$ cat src/rtl/dstq_pkg.sv
// Shared types, widths and codes for the deadline-sorted timer queue.
package dstq_pkg;

	localparam int QUEUE_DEPTH_DEF = 16;
	localparam int MAX_FIRE        = 16;
	localparam int TIME_W          = 32;
	localparam int TOKEN_W         = 32;
	localparam int HANDLE_W        = 16;
	localparam int DELAY_W         = 31;
	localparam int WINDOW_W        = 8;
	localparam logic [WINDOW_W-1:0] WINDOW_RESET = 8'd1;

	typedef enum logic [1:0] {
		ACT_ADD    = 2'd0,
		ACT_REMOVE = 2'd1,
		ACT_CLEAR  = 2'd2,
		ACT_TICK   = 2'd3
	} action_t;

	typedef enum logic [1:0] {
		KIND_ADD    = 2'd0,
		KIND_REMOVE = 2'd1,
		KIND_CLEAR  = 2'd2,
		KIND_FIRE   = 2'd3
	} kind_t;

	typedef enum logic [1:0] {
		ST_IDLE,
		ST_SCAN,
		ST_EVAL,
		ST_ANS
	} state_t;

	typedef struct packed {
		logic [TIME_W-1:0]   deadline;
		logic [TOKEN_W-1:0]  token;
		logic [HANDLE_W-1:0] handle;
	} entry_t;

endpackage

$ cat src/rtl/dstq_ram.sv
// Generic simple dual-port RAM: one write port, one registered read port.
module dstq_ram #(
	parameter int WIDTH = 8,
	parameter int DEPTH = 16
) (
	input  logic                     clk,
	input  logic                     we,
	input  logic [$clog2(DEPTH)-1:0] waddr,
	input  logic [WIDTH-1:0]         wdata,
	input  logic                     re,
	input  logic [$clog2(DEPTH)-1:0] raddr,
	output logic [WIDTH-1:0]         rdata
);

	logic [WIDTH-1:0] mem [DEPTH];

	// write port
	always_ff @(posedge clk) begin
		if (we) begin
			mem[waddr] <= wdata;
		end
	end

	// registered read, held while re is low
	always_ff @(posedge clk) begin
		if (re) begin
			rdata <= mem[raddr];
		end
	end

endmodule

$ cat src/rtl/deadline_sorted_timer_queue_core.sv
// Deadline-sorted timer queue: sequencer, entry store and output register.
//
//   channel  | handshake            | payload
//   ---------+----------------------+--------------------------------------
//   input    | in_valid / in_ready  | action, delay, job_handle, token
//   output   | out_valid / out_ready| kind, token_res, job_handle_res, ok, last
//   config   | cfg_we               | cfg_wdata (early window)
//
// One transaction at a time; in_ready is high only while the sequencer idles.
// Add, remove and tick walk the stored entries through the single RAM read
// port, one SCAN state and one EVAL state per entry.
// Clear and an add to a full queue go straight to the answer state, where
// they wait for the output handshake.
// A stalled output holds the walk at the next fired entry; input waits.
// Reset clears count and time and sets the token counter to one at once; no clearing pass.
module deadline_sorted_timer_queue_core #(
	parameter int QUEUE_DEPTH = dstq_pkg::QUEUE_DEPTH_DEF
) (
	input  logic                          clk,
	input  logic                          arst_n,
	input  logic                          in_valid,
	output logic                          in_ready,
	input  logic [1:0]                    action,
	input  logic [dstq_pkg::DELAY_W-1:0]  delay,
	input  logic [dstq_pkg::HANDLE_W-1:0] job_handle,
	input  logic [dstq_pkg::TOKEN_W-1:0]  token,
	output logic                          out_valid,
	input  logic                          out_ready,
	output logic [1:0]                    kind,
	output logic [dstq_pkg::TOKEN_W-1:0]  token_res,
	output logic [dstq_pkg::HANDLE_W-1:0] job_handle_res,
	output logic                          ok,
	output logic                          last,
	input  logic                          cfg_we,
	input  logic [dstq_pkg::WINDOW_W-1:0] cfg_wdata
);

	import dstq_pkg::*;

	localparam int IW = $clog2(QUEUE_DEPTH);
	localparam int CW = $clog2(QUEUE_DEPTH + 1);
	localparam int FW = $clog2(MAX_FIRE + 1);
	localparam int EW = $bits(entry_t);
	localparam logic [CW-1:0] DEPTH_C    = CW'(QUEUE_DEPTH);
	localparam logic [FW-1:0] MAX_FIRE_C = FW'(MAX_FIRE);

	state_t               state_q, state_d;
	action_t              op_q;
	logic [CW-1:0]        cnt_q, r_q, w_q;
	logic [TIME_W-1:0]    time_q;
	logic [TOKEN_W-1:0]   next_tok_q, rm_tok_q;
	logic [WINDOW_W-1:0]  win_q;
	entry_t               hold_q;
	logic                 ins_q, ok_q;
	logic [FW-1:0]        fire_n_q;
	logic                 pend_v_q;
	logic [TOKEN_W-1:0]   pend_tok_q;
	logic [HANDLE_W-1:0]  pend_hnd_q;

	logic                 out_valid_q;
	kind_t                kind_q;
	logic [TOKEN_W-1:0]   token_res_q;
	logic [HANDLE_W-1:0]  job_handle_res_q;
	logic                 ok_out_q, last_q;

	logic                 in_acc, out_free, scan_end;
	logic                 later, match, due, fire, stall;
	logic [TIME_W-1:0]    cmp_a, cmp_b, diff;
	logic [TOKEN_W-1:0]   tok_inc;
	entry_t               rd_e, ram_wdata;
	logic [EW-1:0]        ram_rdata;
	logic                 ram_we, ram_re;
	logic [IW-1:0]        ram_waddr, ram_raddr;
	logic                 emit, e_ok, e_last;
	kind_t                e_kind;
	logic [TOKEN_W-1:0]   e_tok;
	logic [HANDLE_W-1:0]  e_hnd;

	assign in_ready = (state_q == ST_IDLE);
	assign in_acc   = in_valid & in_ready;
	assign out_free = !out_valid_q | out_ready;
	assign scan_end = (r_q == cnt_q);
	assign rd_e     = entry_t'(ram_rdata);
	assign tok_inc  = next_tok_q + TOKEN_W'(1);

	// shared compare unit: one subtract per visited entry
	// add: new deadline minus stored one; tick: stored deadline minus now
	assign cmp_a = (op_q == ACT_ADD) ? hold_q.deadline : rd_e.deadline;
	assign cmp_b = (op_q == ACT_ADD) ? rd_e.deadline : time_q;
	assign diff  = cmp_a - cmp_b;
	assign later = diff[TIME_W-1];
	assign due   = diff[TIME_W-1] | (diff < TIME_W'(win_q));
	assign match = (rd_e.token == rm_tok_q);
	assign fire  = due && (fire_n_q < MAX_FIRE_C);
	assign stall = (state_q == ST_EVAL) && (op_q == ACT_TICK) && fire && pend_v_q
		&& !out_free;

	// entry store
	dstq_ram #(
		.WIDTH(EW),
		.DEPTH(QUEUE_DEPTH)
	) u_ram (
		.clk  (clk),
		.we   (ram_we),
		.waddr(ram_waddr),
		.wdata(ram_wdata),
		.re   (ram_re),
		.raddr(ram_raddr),
		.rdata(ram_rdata)
	);

	// next state
	always_comb begin
		state_d = state_q;
		case (state_q)
			ST_IDLE: begin
				if (in_acc) begin
					case (action_t'(action))
						ACT_ADD:   state_d = (cnt_q >= DEPTH_C) ? ST_ANS : ST_SCAN;
						ACT_CLEAR: state_d = ST_ANS;
						default:   state_d = ST_SCAN;
					endcase
				end
			end
			ST_SCAN: begin
				if (scan_end) begin
					state_d = (op_q == ACT_TICK && !pend_v_q) ? ST_IDLE : ST_ANS;
				end else begin
					state_d = ST_EVAL;
				end
			end
			ST_EVAL: begin
				if (!stall) begin
					state_d = ST_SCAN;
				end
			end
			ST_ANS: begin
				if (out_free) begin
					state_d = ST_IDLE;
				end
			end
			default: state_d = ST_IDLE;
		endcase
	end

	// RAM control and result emission
	always_comb begin
		ram_we    = 1'b0;
		ram_waddr = r_q[IW-1:0];
		ram_wdata = hold_q;
		ram_re    = 1'b0;
		ram_raddr = r_q[IW-1:0];
		emit      = 1'b0;
		e_kind    = KIND_FIRE;
		e_tok     = '0;
		e_hnd     = '0;
		e_ok      = 1'b0;
		e_last    = 1'b1;
		case (state_q)
			ST_SCAN: begin
				if (scan_end) begin
					// add: the new or last displaced entry goes to the tail
					ram_we = (op_q == ACT_ADD);
				end else begin
					ram_re = 1'b1;
				end
			end
			ST_EVAL: begin
				case (op_q)
					ACT_ADD: begin
						ram_we = ins_q | later;
					end
					ACT_REMOVE: begin
						ram_we    = !match;
						ram_waddr = w_q[IW-1:0];
						ram_wdata = rd_e;
					end
					ACT_TICK: begin
						if (fire) begin
							// previous fired entry is now known not to be last
							emit   = pend_v_q & out_free;
							e_tok  = pend_tok_q;
							e_hnd  = pend_hnd_q;
							e_ok   = 1'b1;
							e_last = 1'b0;
						end else begin
							ram_we    = 1'b1;
							ram_waddr = w_q[IW-1:0];
							ram_wdata = rd_e;
						end
					end
					default: ;
				endcase
			end
			ST_ANS: begin
				emit = out_free;
				e_ok = ok_q;
				case (op_q)
					ACT_ADD: begin
						e_kind = KIND_ADD;
						e_tok  = ok_q ? next_tok_q : '0;
					end
					ACT_REMOVE: e_kind = KIND_REMOVE;
					ACT_CLEAR:  e_kind = KIND_CLEAR;
					default: begin
						e_kind = KIND_FIRE;
						e_tok  = pend_tok_q;
						e_hnd  = pend_hnd_q;
						e_ok   = 1'b1;
					end
				endcase
			end
			default: ;
		endcase
	end

	// control state
	always_ff @(posedge clk or negedge arst_n) begin
		if (!arst_n) begin
			state_q     <= ST_IDLE;
			cnt_q       <= '0;
			r_q         <= '0;
			w_q         <= '0;
			time_q      <= '0;
			next_tok_q  <= TOKEN_W'(1);
			win_q       <= WINDOW_RESET;
			ins_q       <= 1'b0;
			fire_n_q    <= '0;
			pend_v_q    <= 1'b0;
			out_valid_q <= 1'b0;
		end else begin
			state_q <= state_d;
			if (cfg_we) begin
				win_q <= cfg_wdata;
			end
			if (emit) begin
				out_valid_q <= 1'b1;
			end else if (out_ready) begin
				out_valid_q <= 1'b0;
			end
			case (state_q)
				ST_IDLE: begin
					if (in_acc) begin
						r_q      <= '0;
						w_q      <= '0;
						ins_q    <= 1'b0;
						fire_n_q <= '0;
						pend_v_q <= 1'b0;
						if (action_t'(action) == ACT_CLEAR) begin
							cnt_q <= '0;
						end
						if (action_t'(action) == ACT_TICK) begin
							time_q <= time_q + TIME_W'(1);
						end
					end
				end
				ST_SCAN: begin
					if (scan_end) begin
						if (op_q == ACT_ADD) begin
							cnt_q <= cnt_q + CW'(1);
						end else begin
							cnt_q <= w_q;
						end
					end
				end
				ST_EVAL: begin
					if (!stall) begin
						r_q <= r_q + CW'(1);
						case (op_q)
							ACT_ADD: begin
								if (later) begin
									ins_q <= 1'b1;
								end
							end
							ACT_REMOVE: begin
								if (!match) begin
									w_q <= w_q + CW'(1);
								end
							end
							ACT_TICK: begin
								if (fire) begin
									pend_v_q <= 1'b1;
									fire_n_q <= fire_n_q + FW'(1);
								end else begin
									w_q <= w_q + CW'(1);
								end
							end
							default: ;
						endcase
					end
				end
				ST_ANS: begin
					// token counter skips zero on wrap
					if (out_free && op_q == ACT_ADD && ok_q) begin
						next_tok_q <= (tok_inc == '0) ? TOKEN_W'(1) : tok_inc;
					end
				end
				default: ;
			endcase
		end
	end

	// payload registers
	always_ff @(posedge clk) begin
		case (state_q)
			ST_IDLE: begin
				if (in_acc) begin
					op_q            <= action_t'(action);
					rm_tok_q        <= token;
					hold_q.deadline <= time_q + TIME_W'(delay);
					hold_q.token    <= next_tok_q;
					hold_q.handle   <= job_handle;
					case (action_t'(action))
						ACT_ADD:   ok_q <= (cnt_q < DEPTH_C);
						ACT_CLEAR: ok_q <= (cnt_q != '0);
						default:   ok_q <= 1'b0;
					endcase
				end
			end
			ST_EVAL: begin
				if (!stall) begin
					case (op_q)
						ACT_ADD: begin
							if (ins_q | later) begin
								hold_q <= rd_e;
							end
						end
						ACT_REMOVE: begin
							if (match) begin
								ok_q <= 1'b1;
							end
						end
						ACT_TICK: begin
							if (fire) begin
								pend_tok_q <= rd_e.token;
								pend_hnd_q <= rd_e.handle;
							end
						end
						default: ;
					endcase
				end
			end
			default: ;
		endcase
		if (emit) begin
			kind_q           <= e_kind;
			token_res_q      <= e_tok;
			job_handle_res_q <= e_hnd;
			ok_out_q         <= e_ok;
			last_q           <= e_last;
		end
	end

	assign out_valid      = out_valid_q;
	assign kind           = kind_q;
	assign token_res      = token_res_q;
	assign job_handle_res = job_handle_res_q;
	assign ok             = ok_out_q;
	assign last           = last_q;

`ifndef SYNTHESIS
	a_cnt_bound: assert property (@(posedge clk) disable iff (!arst_n)
		cnt_q <= DEPTH_C)
		else $error("entry count exceeds queue depth");

	a_wr_in_range: assert property (@(posedge clk) disable iff (!arst_n)
		ram_we |-> (CW'(ram_waddr) <= cnt_q))
		else $error("entry write beyond queue tail");

	a_eval_in_range: assert property (@(posedge clk) disable iff (!arst_n)
		(state_q == ST_EVAL) |-> (r_q < cnt_q))
		else $error("entry visited beyond queue tail");

	a_compact: assert property (@(posedge clk) disable iff (!arst_n)
		w_q <= r_q)
		else $error("compaction write pointer ahead of read pointer");

	a_tick_last: assert property (@(posedge clk) disable iff (!arst_n)
		(state_q == ST_ANS && op_q == ACT_TICK) |-> pend_v_q)
		else $error("final fire transaction without a pending entry");
`endif

endmodule
$ cat config.mk
export PLATFORM = sky130hd
export DESIGN_NAME = deadline_sorted_timer_queue_core
export DESIGN_NICKNAME = d
export VERILOG_FILES = /design/src/rtl/dstq_pkg.sv /design/src/rtl/dstq_ram.sv /design/src/rtl/deadline_sorted_timer_queue_core.sv
export SDC_FILE = /design/constraint.sdc
export NUM_CORES = 2
export LEC_CHECK = 0
export BUFFER_PORTS_ARGS = -buffer_cell sky130_fd_sc_hd__buf_2
export CAP_MARGIN = 20
export CORE_MARGIN = 2
export CORE_UTILIZATION = 30
export CTS_CLUSTER_SIZE = 30
export DETAILED_ROUTE_END_ITERATION = 16
export GPL_ROUTABILITY_DRIVEN = 0
export GPL_TIMING_DRIVEN = 0
export MAX_ROUTING_LAYER = met4
export PLACE_DENSITY_LB_ADDON = 0.12
export SLEW_MARGIN = 20
export SYNTH_ARGS = -nofsm -noshare
export SYNTH_HDL_FRONTEND = slang
export SYNTH_SLANG_ARGS = --single-unit
export TNS_END_PERCENT = 30
$ cat constraint.sdc
create_clock -name clk -period 22.6 [get_ports clk]
set_input_delay 4.52 -clock clk [delete_from_list [all_inputs] [get_ports clk]]
set_output_delay 4.52 -clock clk [all_outputs]
set_load 0.02 [all_outputs]
## After elaboration in Yosys (flattened, before gate mapping)

Memories as Yosys holds them, arrays and structs flattened. A register that Yosys moved wholly into a read port is not among the register bits.
Cells that the tools add are included.
W data, S select, Z words.

| operators by class | value |
|---|---|
| reduce and logical (&&, ||, !) cells | 35 |
| magnitude comparators | 4 |
| eq/ne operators | 25 |
| multiplexer cells | 81 |
| add/subtract/negate cells | 8 |
| bitwise logic cells | 6 |

Operator list:

| cell | number |
|---|---|
| $mux W80 | 6 |
| $pmux W80 S2 | 2 |
| $mux W32 | 6 |
| $pmux W32 S2 | 2 |
| $add A32 B1 Y32 const B | 2 |
| $mux W5 | 12 |
| $pmux W5 S2 | 5 |
| $mux W16 | 3 |
| $add A32 B31 Y32 | 1 |
| $eq A32 B32 Y1 | 1 |
| $logic_not A32 Y1 | 1 |
| $lt A32 B8 Y1 | 1 |
| $pmux W16 S2 | 1 |
| $sub A32 B32 Y32 | 1 |
| $mux W1 | 24 |
| $add A5 B1 Y5 const B | 4 |
| $reduce_and A5 Y1 | 4 |
| $pmux W1 S2 | 7 |
| $eq A2 B2 Y1 const B | 6 |
| $mux W2 | 6 |
| $ne A2 B1 Y1 const B | 6 |
| $ne A2 B2 Y1 const B | 6 |
| $lt A5 B5 Y1 const B | 2 |
| $reduce_and A3 Y1 | 3 |
| other kinds (24) | 47 |

| word-level totals | value |
|---|---|
| memories kept | 1 |
| output and inout port bits | 54 |
| bits in writable memories | 1280 |
| input port bits | 94 |
| bits in registers | 312 |
| word-level logic and storage cells | 184 |

Memory list:

| name | words | width | read ports | clocked after Yosys merged registers in | wr ports | line | text |
|---|---|---|---|---|---|---|---|
| u_ram.mem | 16 | 80 | 1 | 1 | 1 | dstq_ram.sv:15 | `logic [WIDTH-1:0] mem [DEPTH];` |

## Depth between registers and ports, before layout

| logic depth | value |
|---|---|
| depth after elaboration | 11 |
| mapped depth | 27 |
| mapped depth without buffers | 23 |

## By module

Synthesis repeated with hierarchy kept, for this count alone.

| unflattened totals | value |
|---|---|
| cell total of the unflattened synthesis | 3910 |
| area, all modules | 69768.2 um^2 |

By module, submodules not included:

| module | seq. area each (um^2) | times used | cells each | area each (um^2) |
|---|---|---|---|---|
| dstq_ram | 40839.2 | 1 | 2054 | 50223.2 |
| deadline_sorted_timer_queue_core | 8886.0 | 1 | 1856 | 19545.0 |

## Worst setup path before layout

Ideal clock, no wire load.

| timing | value |
|---|---|
| path kind | input port to flip-flop |
| from | input out_ready |
| to | register hold_q[0] in the netlist's numbering, enable pin |
| arrival | 10.699 ns |
| setup time | 0.629 ns |
| data required time | 21.971 ns |
| path buffers | 0 |
| stages | 5 |
| path slack | 11.272 ns |
| cells stage by stage | nor2b_1 > and2_1 > nand4_1 > nand2_1 > o21ai_0 |

| between the ends | value |
|---|---|
| cells in the longest elaborated chain, start to end | 5 |

RTL lines:

| what | line | text |
|---|---|---|
| start, declared | deadline_sorted_timer_queue_core.sv:28 | `input logic out_ready,` |
| $or A1 B1 Y1 | deadline_sorted_timer_queue_core.sv:81 | `assign out_free = !out_valid_q \| out_ready;` |
| $logic_not A1 Y1 | deadline_sorted_timer_queue_core.sv:96 | `&& !out_free;` |
| $logic_and A1 B1 Y1 | deadline_sorted_timer_queue_core.sv:96 |  |
| $ne A2 B2 Y1 (no source line) | -- |  |
| $reduce_and A5 Y1 (no source line) | -- |  |
| end signal, assigned | deadline_sorted_timer_queue_core.sv:325 | `hold_q <= rd_e;` |
| end, declared | deadline_sorted_timer_queue_core.sv:53 | `entry_t hold_q;` |

Every way passes these cells.
A chain may end at the register's enable or synchronous reset.

## Worst setup path in the final report

| timing | value |
|---|---|
| from | register op_q[1] |
| to | memory u_ram.mem[2][32] in the netlist's numbering, enable pin |

| between the ends | value |
|---|---|
| cells in the longest elaborated chain, start to end | 11 |
| elaborated cells on any way between the ends | 19 |
| classes of those cells | add/sub: 1; order compare: 1; eq/ne: 2; mux: 11; bitwise: 2; reduce/logical: 2 |

RTL lines:

| what | line | text |
|---|---|---|
| start, declared | deadline_sorted_timer_queue_core.sv:48 | `action_t op_q;` |
| start signal, assigned | deadline_sorted_timer_queue_core.sv:308 | `op_q <= action_t'(action);` |
| $logic_not A2 Y1 | -- |  |
| $mux W32 (on tied branches) | deadline_sorted_timer_queue_core.sv:88, deadline_sorted_timer_queue_core.sv:89 |  |
| $sub A32 B32 Y32 | deadline_sorted_timer_queue_core.sv:90 | `assign diff = cmp_a - cmp_b;` |
| $lt A32 B8 Y1 | deadline_sorted_timer_queue_core.sv:92 | `assign due = diff[TIME_W-1] \| (diff < TIME_W'(win_q));` |
| $or A1 B1 Y1 | deadline_sorted_timer_queue_core.sv:92 |  |
| $logic_and A1 B1 Y1 | deadline_sorted_timer_queue_core.sv:94 | `assign fire = due && (fire_n_q < MAX_FIRE_C);` |
| $mux W1 | deadline_sorted_timer_queue_core.sv:179 | `if (fire) begin` |
| $pmux W1 S3 | deadline_sorted_timer_queue_core.sv:169 | `case (op_q)` |
| $pmux W1 S2 | deadline_sorted_timer_queue_core.sv:159 | `case (state_q)` |
| $mux W1 | dstq_ram.sv:19 | `if (we) begin` |
| $mux W1 (not written as such) | dstq_ram.sv:20 | `mem[waddr] <= wdata;` |
| end, declared | dstq_ram.sv:15 |  |

Several ways; a longest one is shown, not always the timed one.

==> reports/metrics.cfg <==
[die]
num_io_pins=148
start_util_pct=30.2
die_y_um=485
fp.dieW_um=485
core_region_area_um2=230000
dieArea_um2=235000
rows=176

[clock_tree]
hold_buffers=0
htreeDepth=4
cts_buffers=188
cts_tree=built
clock-sinks=1672
clock_latency_ns=0.84
cts_resized=0
root_buffer=clkbuf_16
cts_buffer_depth=3
postCtsSetupBuffers=0
clk_pin_slew_ns=0.06

[timing]
clock-skew-final_ns=0.0422
setup_viol=0
slew_violations=0
min_period_ns=9.69
finalHoldViolCount=0
fin_tns_setup_ns=0
tightest_slew_ns=1.17
period_share_pct=42.9
fmax_mhz=103
rsz0062_at_grt=false
maxSlewHeadroom_pct=21.8

[pwr]
p_switching_mw=3.29
power.leakage_nw=27.4
clockPowerShare_pct=29.3
power.total_mw=10.2
power_frac_comb_pct=29.4
p_int_mw=6.90
powerDensity_nw_per_um2=122
p_seq_share_pct=41.3
swShare_pct=32.3
ir_worst_vdd_v=0.0000594

[place]
io_buffers=147
dp_hpwl_mm=143

[layout]
syn_to_final_growth_pct=21.0
final_cell_mix=1,575 x edfxtp_1, 400 x mux4_2, 255 x nand2_1, 190 x clkbuf_16, 176 x buf_2
final_nets=4337
mostFrequentLayoutCell=edfxtp_1
multiInputGateArea_um2=19000
regArea_um2=49700
layout-drive-gt1-share_pct=27.5
fillers=21300

[grt]
grt_pass1_wl_mm=298
grt_overflow=0
antenna_found_initial=7
grt_pass1_vias=38000
grt_use_total_pct=18.4
grt_max_degree=58

[setup_path]
crit_top_cell=buf_16
critPathMaxFanout=12
crit_path_max_incr_delay_ns=0.83
crit-reg2reg-launch=op_q[1]$_DFFE_PP_
ff2ff_path_depth=30
critPathTopFamily=simple AND/OR/NAND/NOR gates
end_kind=flop
slowest_stage=nor4_2
endpoint=u_ram.mem[2][32]$_DFFE_PP_
start_kind=flop
cp.arrival_ns=10.25
worstSetupPathType=reg2reg
required_ns=23.17
crit_buf_inv=10
crit_start=op_q[1]$_DFFE_PP_
reg2reg_slack_ns=12.91
reg2reg_to=u_ram.mem[2][32]$_DFFE_PP_
cp.depth=30

[synthesis]
synth_top_cell_by_area=edfxtp_1
syn_nets=3854
syn_area_per_cell_um2=18.9
ys.flop_type=edfxtp_1
synthCells=3678
ys_seq_elements=1672
synth-async-reset-ratio_pct=5.80
synth_edf_count=1575
yosysWarnings=0
synth_top_cell_area_share_pct=68.2
synth_area_um2=69300
synth-seq-area-share_pct=71.7
synth_area_leaders=edfxtp_1 68%, mux4_2 13%, dfrtp_1 3.4%, mux2_4 1.5%, ha_1 1.4%
synthDistinctLibCells=79

[route]
wl_mm=211
wl_per_cell_um=28.7
route.detailed.drc=0
vias=37000
vias_per_cell=5.05
ant_nets=0
dr.pass1.iters=7
drt_iter0_markers=3662

[worst_hold_path]
hold_class=reg2reg

[job]
maxCapViolCount=0

[outcome]
status=finished, final reports clean

==> logic make-up after synthesis <==
kind of cell / synth area share [%]
multiplexers: 16.0
AND/OR/NAND/NOR: 4.29
XOR/XNOR: 1.81
AO/OA/AOI/OAI: 3.41
flip-flops: 71.7
buffers and inverters: 1.33
adder cells (fa/ha/maj): 1.50
==> through the flow <==
step	utilization (%)	setup slack, ns	hold slack (ns)	instances	area, um^2
6_report	36.5	12.91	0.491	7340	83900
4_1_cts	36.5	12.75	0.496	7336	83900
3_5_place_dp	33.9	12.76	0.466	6996	78000
3_3_place_gp	32.1	-2.70	0.468	6851	73900
2_1_floorplan	-	11.27	0.438	3678	69300
5_1_grt	36.5	12.54	0.509	7337	83900
==> Yosys cell counts, types with 16 or more instances <==
cell type / count
buf_1: 28
nand2b_1: 17
clkbuf_1: 132
nor2_1: 102
nor4_1: 18
a21oi_1: 67
and3_1: 24
mux2_4: 68
nor3_1: 39
dfrtp_1: 95
mux2i_1: 37
nand3_1: 60
a21o_1: 20
edfxtp_1: 1575
nor2b_1: 16
and2_1: 30
o21a_1: 16
nand2_1: 255
a22oi_1: 32
o21ai_0: 103
xor2_1: 70
inv_1: 43
xnor2_1: 73
nand4_1: 31
ha_1: 80
mux4_2: 400
mux2_2: 59
==> flip-flops by register name (all words and copies together), names as in the netlist, 2 cells and up <==
| register | count |
|---|---|
| r_q | 5 |
| op_q | 2 |
| rm_tok_q | 32 |
| time_q | 32 |
| pend_tok_q | 32 |
| w_q | 5 |
| win_q | 8 |
| u_ram.mem | 1280 |
| u_ram.rdata | 80 |
| next_tok_q | 32 |
| fire_n_q | 5 |
| job_handle_res | 16 |
| kind | 2 |
| pend_hnd_q | 16 |
| cnt_q | 5 |
| hold_q | 80 |
| token_res | 32 |
| state_q | 2 |
==> layer usage <==
layer	routed length, um	GRT usage [%]	vias up	share of wire, %
met3	9330	2.54	266	4.4
met2	101000	29.0	969	48
met1	96100	25.2	19800	46
li1	-	-	16000	-
met4	4450	4.22	0	2.1
met5	0	-	-	0
==> worst register-to-register path: cells and delay by family (launching register included) <==
| family | cells | cell delay (ns) |
|---|---|---|
| adders and majority gates | 2 | 0.63 |
| xor gates and xnor gates | 1 | 0.11 |
| AOI/OAI and AO/OA | 8 | 2.04 |
| buffers and inverters | 10 | 3.00 |
| DFF | 1 | 0.59 |
| and+or+nand+nor | 9 | 3.07 |
==> worst min-delay path by stage <==
| stage | startpoint | end | cells past startpoint |
|---|---|---|---|
| 2_1_floorplan | u_ram.rdata[0]$_DFFE_PP_ | pend_hnd_q[0]$_DFFE_PP_ | 0 |
| 3_3_place_gp | u_ram.rdata[5]$_DFFE_PP_ | pend_hnd_q[5]$_DFFE_PP_ | 0 |
| 3_5_place_dp | u_ram.rdata[8]$_DFFE_PP_ | pend_hnd_q[8]$_DFFE_PP_ | 0 |
| 4_1_cts | u_ram.rdata[10]$_DFFE_PP_ | pend_hnd_q[10]$_DFFE_PP_ | 0 |
| 5_1_grt | u_ram.rdata[10]$_DFFE_PP_ | pend_hnd_q[10]$_DFFE_PP_ | 0 |
| 6_report | u_ram.rdata[6]$_DFFE_PP_ | pend_hnd_q[6]$_DFFE_PP_ | 0 |
==> power groups by stage <==
stage	Clock, mW	Sequential, mW	Combinational, mW
after floorplan	0	4.24	1.85
after global placement	0	4.36	2.91
after detailed placement	0	4.28	3.05
after CTS	3.06	4.22	3.06
after global routing	3.18	4.24	3.25
final	2.99	4.21	3.00
==> layout make-up <==
type / count / area share [%]
Inverter: 44 / 0.197
Multi-Input combinational cell: 1783 / 22.6
Clock buffer: 231 / 5.85
Antenna cell: 3 / 0.00894
Clock inverter: 109 / 1.19
Buffer: 179 / 0.982
Sequential cell: 1672 / 59.2
Tap cell: 3026 / 4.51
Timing Repair Buffer: 293 / 5.44
No activity file was read; power rests on OpenSTA's default activity.
